==> config.mk <==
export PLATFORM = sky130hd
export DESIGN_NAME = esc_telemetry_slot_capture
export DESIGN_NICKNAME = d
export VERILOG_FILES = /design/src/hdl/esc_tsc_pkg.sv /design/src/hdl/esc_tsc_state.sv /design/src/hdl/esc_telemetry_slot_capture.sv
export SDC_FILE = /design/constraint.sdc
export NUM_CORES = 1
export LEC_CHECK = 0
export ABC_CLOCK_PERIOD_IN_PS = 10300
export BUFFER_PORTS_ARGS = -buffer_cell sky130_fd_sc_hd__buf_2
export CORE_UTILIZATION = 51
export CTS_CLUSTER_DIAMETER = 100
export DETAILED_ROUTE_END_ITERATION = 6
export PLACE_DENSITY = 0.75
export SLEW_MARGIN = 20
export SYNTH_ARGS = -nofsm -noshare
export SYNTH_HDL_FRONTEND = slang
export SYNTH_HIERARCHICAL = 1
export SYNTH_SLANG_ARGS = --single-unit
==> constraint.sdc <==
create_clock -name clk -period 10.3 [get_ports clk]
set_input_delay 0.515 -clock clk [delete_from_list [all_inputs] [get_ports clk]]
set_output_delay 0.515 -clock clk [all_outputs]
set_load 0.05 [all_outputs]
==> src/hdl/esc_tsc_pkg.sv <==
`default_nettype none

package esc_tsc_pkg;

	localparam int SLOT_COUNT = 12;
	localparam int SLOT_AW = $clog2(SLOT_COUNT);
	localparam int TS_W = 16;
	localparam int IDX_W = 4;

	localparam logic [TS_W-1:0] TICKS_PER_MS_RESET = 16'd2000;

	localparam int CAL_SLOT_HALF = 0;
	localparam int CAL_SLOT_A = 9;
	localparam int CAL_SLOT_B = 10;

	localparam logic [1:0] MODE_RISE = 2'd0;
	localparam logic [1:0] MODE_FALL = 2'd1;
	localparam logic [1:0] MODE_TELEM = 2'd2;
	localparam logic [1:0] MODE_WINDOW = 2'd3;

	typedef struct packed {
		logic [1:0] mode;
		logic [TS_W-1:0] timestamp;
	} ev_t;

	typedef struct packed {
		logic [TS_W-1:0] pulse_width;
		logic [IDX_W-1:0] slot_index;
		logic [TS_W-1:0] slot_value;
		logic slot_written;
		logic [TS_W-1:0] ticks_per_ms;
		logic frame_restart;
		logic data_updated;
	} res_t;

endpackage

`default_nettype wire

==> src/hdl/esc_tsc_state.sv <==
`default_nettype none

module esc_tsc_state (
	input wire logic clk,
	input wire logic arst_n,
	input wire logic en,
	input wire esc_tsc_pkg::ev_t ev,
	output esc_tsc_pkg::res_t res
);
	import esc_tsc_pkg::*;

	logic [TS_W-1:0] rise_q;
	logic [TS_W-1:0] width_q;
	logic [TS_W-1:0] slot_q [SLOT_COUNT];
	logic [SLOT_AW-1:0] ptr_q;
	logic got_q;
	logic [TS_W-1:0] cal_q;
	logic new_q;

	logic [TS_W-1:0] rise_d;
	logic [TS_W-1:0] width_d;
	logic [SLOT_AW-1:0] ptr_d;
	logic got_d;
	logic [TS_W-1:0] cal_d;
	logic new_d;
	logic wr;
	logic [TS_W-1:0] wr_val;
	logic restart;
	logic [TS_W-1:0] min_ab;

	assign min_ab = (slot_q[CAL_SLOT_A] < slot_q[CAL_SLOT_B]) ?
		slot_q[CAL_SLOT_A] : slot_q[CAL_SLOT_B];

	always_comb begin
		rise_d = rise_q;
		width_d = width_q;
		ptr_d = ptr_q;
		got_d = got_q;
		cal_d = cal_q;
		new_d = new_q;
		wr = 1'b0;
		wr_val = '0;
		restart = 1'b0;
		case (ev.mode)
			MODE_RISE: begin
				rise_d = ev.timestamp;
			end
			MODE_FALL: begin
				width_d = ev.timestamp - rise_q;
			end
			MODE_TELEM: begin
				// The pointer never passes the last slot, so every telemetry edge writes.
				wr = 1'b1;
				wr_val = ev.timestamp - width_q;
				if (ptr_q < SLOT_AW'(SLOT_COUNT - 1)) begin
					ptr_d = ptr_q + SLOT_AW'(1);
					got_d = 1'b1;
					new_d = 1'b1;
				end
			end
			MODE_WINDOW: begin
				if (!got_q) begin
					cal_d = {1'b0, slot_q[CAL_SLOT_HALF][TS_W-1:1]} + min_ab;
					ptr_d = '0;
					restart = 1'b1;
				end
				got_d = 1'b0;
			end
			default: begin
			end
		endcase
	end

	always_ff @(posedge clk or negedge arst_n) begin
		if (!arst_n) begin
			rise_q <= '0;
			width_q <= '0;
			ptr_q <= '0;
			got_q <= 1'b0;
			cal_q <= TICKS_PER_MS_RESET;
			new_q <= 1'b1;
			for (int i = 0; i < SLOT_COUNT; i++) begin
				slot_q[i] <= '0;
			end
		end else if (en) begin
			rise_q <= rise_d;
			width_q <= width_d;
			ptr_q <= ptr_d;
			got_q <= got_d;
			cal_q <= cal_d;
			new_q <= new_d;
			for (int i = 0; i < SLOT_COUNT; i++) begin
				if (wr && ptr_q == SLOT_AW'(i)) begin
					slot_q[i] <= wr_val;
				end
			end
		end
	end

	always_comb begin
		res.pulse_width = width_d;
		res.slot_index = wr ? IDX_W'(ptr_q) : '0;
		res.slot_value = wr_val;
		res.slot_written = wr;
		res.ticks_per_ms = cal_d;
		res.frame_restart = restart;
		res.data_updated = new_d;
	end

endmodule

`default_nettype wire

==> src/hdl/esc_telemetry_slot_capture.sv <==
// An accepted request is registered in ev_s1, and its result is registered in res_s2.
// Throughput: one request per cycle while the output is not stalled; a stalled result holds both stages.
// All work for a request is one pass through the state update logic.
// Reset clears the handshake state and loads the capture state with its
// power-on values; no clearing pass is needed.
`default_nettype none

module esc_telemetry_slot_capture (
	input wire logic clk,
	input wire logic arst_n,
	input wire logic in_valid,
	output logic in_ready,
	input wire logic [1:0] mode,
	input wire logic [15:0] timestamp,
	output logic out_valid,
	input wire logic out_ready,
	output logic [15:0] pulse_width,
	output logic [3:0] slot_index,
	output logic [15:0] slot_value,
	output logic slot_written,
	output logic [15:0] ticks_per_ms,
	output logic frame_restart,
	output logic data_updated
);
	import esc_tsc_pkg::*;

	ev_t ev_s1;
	logic valid_s1;
	res_t res_s2;
	logic valid_s2;
	res_t res_next;
	logic adv;

	assign adv = !valid_s2 || out_ready;
	assign in_ready = !valid_s1 || adv;

	always_ff @(posedge clk or negedge arst_n) begin
		if (!arst_n) begin
			valid_s1 <= 1'b0;
		end else if (in_ready) begin
			valid_s1 <= in_valid;
		end
	end

	always_ff @(posedge clk) begin
		if (in_ready && in_valid) begin
			ev_s1.mode <= mode;
			ev_s1.timestamp <= timestamp;
		end
	end

	esc_tsc_state u_state (
		.clk(clk),
		.arst_n(arst_n),
		.en(valid_s1 && adv),
		.ev(ev_s1),
		.res(res_next)
	);

	always_ff @(posedge clk or negedge arst_n) begin
		if (!arst_n) begin
			valid_s2 <= 1'b0;
		end else if (adv) begin
			valid_s2 <= valid_s1;
		end
	end

	always_ff @(posedge clk) begin
		if (adv && valid_s1) begin
			res_s2 <= res_next;
		end
	end

	assign out_valid = valid_s2;
	assign pulse_width = res_s2.pulse_width;
	assign slot_index = res_s2.slot_index;
	assign slot_value = res_s2.slot_value;
	assign slot_written = res_s2.slot_written;
	assign ticks_per_ms = res_s2.ticks_per_ms;
	assign frame_restart = res_s2.frame_restart;
	assign data_updated = res_s2.data_updated;

	a_idx_range: assert property (@(posedge clk) disable iff (!arst_n)
		valid_s2 && res_s2.slot_written |-> res_s2.slot_index < IDX_W'(SLOT_COUNT))
		else $error("slot index beyond the last slot");

	a_excl: assert property (@(posedge clk) disable iff (!arst_n)
		valid_s2 |-> !(res_s2.slot_written && res_s2.frame_restart))
		else $error("slot write and frame restart in one result");

	a_sticky: assert property (@(posedge clk) disable iff (!arst_n)
		valid_s2 |-> res_s2.data_updated)
		else $error("new data flag dropped");

	a_ready: assert property (@(posedge clk) disable iff (!arst_n)
		!valid_s2 |-> in_ready)
		else $error("request refused while the result stage is empty");

endmodule

`default_nettype wire
# Word-level counts from Yosys, hierarchy flattened
# Index checks and enable logic that the tools add are counted.
op_classes:
  add_sub_neg: 4
  multipliers: 0
  n_div: 0
  magnitude_cmp: 2
  eq_ne: 7
  shifts: 0
  mux: 14
  n_bitwise: 0
  reduce_logical: 18
ops:
  columns: ["op", "n"]
  rows:
  - ["$mux 16", 5]
  - ["$sub 16x16->16", 2]
  - ["$add 15x16->16", 1]
  - ["$lt 16x16->1", 1]
  - ["$eq 4x4->1 const B", 2]
  - ["$mux 4", 2]
  - ["$pmux 4 s2", 1]
  - ["$reduce_and 2->1", 4]
  - ["$logic_and 1x1->1", 5]
  - ["$mux 1", 5]
  - ["$add 4x1->4 const B", 1]
  - ["$eq 2x2->1 const B", 2]
  - ["$logic_not 4->1", 1]
  - ["$lt 4x4->1 const B", 1]
  - ["$reduce_and 4->1", 1]
  - ["$reduce_and 3->1", 1]
  - ["$eq 2x1->1 const B", 1]
  - ["$logic_not 1->1", 2]
  - ["$logic_not 2->1", 1]
  - ["$logic_or 1x1->1", 2]
  - ["$ne 2x1->1 const B", 1]
  - ["$ne 2x2->1 const B", 1]
  - ["$pmux 1 s2", 1]
  - ["$reduce_bool 2->1", 1]
totals:
  register_bits: 177
  latchBits: 0
  ram_bits: 0
  romBits: 0
  input_bits: 22
  word_cells: 65
  mem_count: 0

# Depth between registers and ports, before layout
depth:
  depth_word: 5
  depth_mapped: 15
  mapped_depth_nobuf: 15

# Cells and area by module
# The synthesis kept the hierarchy.
by_module_without_submodules:
  columns: ["mod", "instances", "cells_per_inst", "area_per_inst_um2", "seq_area_each_um2"]
  rows:
  - ["esc_tsc_state", 1, 901, 7628.6, 2536.2]
  - ["esc_telemetry_slot_capture", 1, 81, 2296.0, 2242.2]

# Least setup slack after synthesis
# No wires, ideal clock.
synth_path:
  path_kind: "reg2reg"
  from: "register valid_s2, in the netlist out_valid"
  to: "register u_state/slot_q[24] (netlist bit)"
  t_arrival_ns: 3.587
  path_slack_ns: 6.589
  path_stages_with_launch: 11
  n_path_buf: 2
  synth_period_minus_slack_ns: 3.711
  path_cell_list: "dfrtp_1 > nand2b_1 > and2_1 > clkbuf_1 > inv_1 > nor3_2 > and3_1 > buf_2 > mux2i_1 > o21ai_0 > a211o_1"
synth_between:
  elab_chain_cells: 4
synth_lines:
  columns: ["item", "line_no", "text"]
  rows:
  - ["from (decl)", "esc_telemetry_slot_capture.sv:30", "logic valid_s2;"]
  - ["from (signal assigned)", "esc_telemetry_slot_capture.sv:64", "valid_s2 <= valid_s1;"]
  - ["$logic_not 1->1", "esc_telemetry_slot_capture.sv:34", "assign adv = !valid_s2 || out_ready;"]
  - ["$logic_or 1x1->1", "esc_telemetry_slot_capture.sv:34", null]
  - ["$logic_and 1x1->1", "esc_telemetry_slot_capture.sv:55", ".en(valid_s1 && adv),"]
  - ["$reduce_and 2->1 (no source line)", null, null]
  - ["to (signal, indexed assignment)", "esc_tsc_state.sv:94", "slot_q[i] <= wr_val;"]
  - ["to (decl)", "esc_tsc_state.sv:14", "logic [TS_W-1:0] slot_q [SLOT_COUNT];"]
# Every way passes these cells.
# A chain may end at the register's enable or synchronous reset.

==> flow_summary_export.csv <==
group,metric,value,unit
run_status,status,"finished, final reports clean",
power,clkPwrFrac,0.223,
sta,finalCritPeriodShare,0.4277,
yosys,synth_nets,1072,
yosys,ys_types,70,
sta,setup_tns,0,ns
critical_path,worstPathRequired,10.47,ns
power,combPwrFrac,0.443,
yosys,yosysSeqAreaShare,0.4815,
yosys,ys_top_cells_by_count,"nand2_1, dfrtp_1, o21ai_0, edfxtp_1, inv_1",
clock_tree,clkSlewWorstSetupHoldPaths,0.06,ns
critical_path,worstReg2RegEnd,"ticks_per_ms[10]$_DFFE_PP_",
yosys,avgSynthCellArea,10.11,sq um
sta,rsz0062_at_grt,"no",
yosys,synth_top_cells_by_area,"dfrtp_1, edfxtp_1, ha_1",
sta,setup_ws,5.895,ns
finish,drive_gt1_frac,0.1623,
clock_tree,cts_max_level,4,
yosys,ys.flop_type,"dfrtp_1",
hold_path,min-delay-path-class,"in2async",
yosys,synthMostInstantiatedCell,"nand2_1",
route,drc,0,
yosys,synth_seq_cells,176,
sta,fin_skew,0.009441,ns
floorplanning,coreArea,18890,sq um
clock_tree,hold_buffers,0,
power,power_density,278.6,nW/um^2
finish,finalInstanceArea,11180,sq um
floorplanning,num_rows,50,
route,drtIter0Drc,489,
finish,nets,1137,
place,dp_hpwl,15480,um
power,ir_drop,0.1444,mV
global_route,grt_start_max_net_pins,72,
critical_path,cp-start-kind,"flip-flop",
critical_path,cp-end-kind,"flip-flop",
route,firstDrtPassIters,5,
global_route,grt_pass1_wl,35000,um
sta,hold_viol_final,0,
power,leakage,4.900,nW
finish,fillCellCount,1592,
global_route,grt_use_total,0.2245,
power,p_int,1.870,mW
yosys,synth_warnings,6,
yosys,synth_edf_count,73,
sta,slew_headroom,0.3830,
clock_tree,cts_resized,0,
clock_tree,cts_buffers,17,
place,place_congestion,0.8751,
floorplanning,boundaryPins,79,
clock_tree,cts_tree,"done",
sta,timing.fmax,227.0,MHz
power,seqPwrFrac,0.333,
sta,post-route-min-period,4.405,ns
floorplanning,die_w,141.5,um
route,routed_via_density,5.601,
critical_path,path_max_fanout,15,
power,power,3.114,mW
critical_path,crit_arrival,4.58,ns
floorplanning,initial_core_util,0.5253,
sta,slew_violations,0,
route,finalWirelength,21510,um
yosys,yosysTopAreaCell,"dfrtp_1",
critical_path,ff2ff_setup_slack,5.90,ns
yosys,synth_top_area_share,0.2421,
place,place_area,10530,sq um
critical_path,worstReg2RegStart,"u_state/slot_q[30]$_DFFE_PN0P_",
floorplanning,dieArea,20020,sq um
global_route,antenna_found_initial,0,
global_route,grt_pass1_vias,6955,
power,p_sw,1.244,mW
yosys,synth_area,9925,sq um
route,ant_nets,0,
route,vias,7393,
run,drv_cap,0,
finish,area_growth,12.65,%
clock_tree,cts.sinks,176,
route,wl_per_cell,16.30,um
finish,final_cell_count_no_fill,1320,
power,swShare,0.3996,
clock_tree,clock-root-buffer,"clkbuf_16",
clock_tree,cts_setup_buffers,0,
clock_tree,clockBufferDepth,2,
critical_path,crit_type,"reg2reg",
yosys,async_flop_share,0.5852,
sta,holdWs,0.01517,ns
critical_path,r2r_cells,15,
place,post-place-ws,5.887,ns
clock_tree,clock_latency,0.43,ns
floorplanning,die_y,141.5,um
sta,worst_pin_slew,0.9255,ns
yosys,synthCells,982,
finish,diodes,0,
sta,setup_viol,0,
place,place.port_buffers,78,
finish,final_util,0.5917,
place,placed_cells,1288,
global_route,overflow,0,
## power groups by stage
stage	Combinational, mW	Clock [mW]	Sequential (mW)
after floorplan	0.936	0	1.17
after global placement	1.35	0	1.04
after detailed placement	1.36	0	1.05
after CTS	1.37	0.703	1.04
after global routing	1.52	0.733	1.06
final	1.38	0.696	1.04
## cell usage in the layout (no fill, tap or decap), drive strengths merged, types with 5 or more instances in the layout
cell / instances
edfxtp: 73
o21a: 16
a211o: 6
mux2i: 5
xnor2: 13
dfstp: 7
nor3b: 8
o211ai: 5
clkbuf: 25
inv: 67
nor2: 45
mux2: 33
xor2: 11
a21oi: 34
nand2: 134
dfrtp: 96
a31oi: 6
nand4: 7
ha: 65
a211oi: 12
o31ai: 28
or3: 7
nand2b: 24
and3: 7
o2111ai: 9
and2: 6
a21o: 22
buf: 86
nor3: 25
o21ai: 90
nand3: 29
or4: 7
## state kept, by name, summed over array words and instances (netlist names), 4 cells and up
name	cells
u_state/width_q	16
u_state/ptr_q	4
ev_s1	18
slot_index	4
pulse_width	16
u_state/rise_q	16
slot_value	16
u_state/slot_q	47
ticks_per_ms	16
u_state/cal_q	16
## worst max-delay path, stage by stage, from the launching register on
cell	delay, ns
dfrtp_1	0.37
inv_1	0.06
ha_1	0.30
nand4_1	0.14
nor4_1	0.39
a311oi_2	0.19
nand2_2	0.40
mux2_2	0.40
ha_1	0.21
fa_1	0.41
a21o_1	0.17
a21oi_1	0.32
o21ai_0	0.17
a41oi_1	0.31
xor2_1	0.21
o21ai_0	0.09
## area by class of cell
type | count | area (sq um) | share of cell area
Clock inverter | 7 | 118.9 | 0.01063
Multi-Input combinational cell | 699 | 4725 | 0.4226
Tap cell | 260 | 325.3 | 0.02910
Sequential cell | 176 | 4778 | 0.4274
Timing Repair Buffer | 86 | 452.9 | 0.04051
Clock buffer | 25 | 528.0 | 0.04723
Inverter | 67 | 251.5 | 0.02250
## cell families after synthesis
| group | share of synthesized area |
|---|---|
| simple gates | 0.1522 |
| compound gates | 0.1677 |
| flops | 0.4815 |
| buf+inv | 0.04324 |
| fa+ha+maj | 0.08800 |
| mux | 0.04627 |
| xor+xnor | 0.02118 |
## worst max-delay path by stage
stage,start,to,slack [ns],depth (start not counted)
floorplan,out_valid$_DFFE_PN0P_,u_state/slot_q[24]$_DFFE_PN0P_,6.59,10
global placement,u_state/slot_q[30]$_DFFE_PN0P_,ticks_per_ms[10]$_DFFE_PP_,6.08,15
detailed placement,u_state/slot_q[30]$_DFFE_PN0P_,ticks_per_ms[10]$_DFFE_PP_,5.89,15
CTS,u_state/slot_q[30]$_DFFE_PN0P_,ticks_per_ms[10]$_DFFE_PP_,5.90,15
global route,u_state/slot_q[30]$_DFFE_PN0P_,ticks_per_ms[13]$_DFFE_PP_,5.57,14
finish,u_state/slot_q[30]$_DFFE_PN0P_,ticks_per_ms[10]$_DFFE_PP_,5.90,15
## routing by layer
metal / global-route usage / part of all wire
met4: 0.07244 / 0.018
met2: 0.3817 / 0.48
met3: 0.04556 / 0.040
met1: 0.2876 / 0.46
met5: 0 / 0
Note: power is estimated with default switching activity, not from simulation.
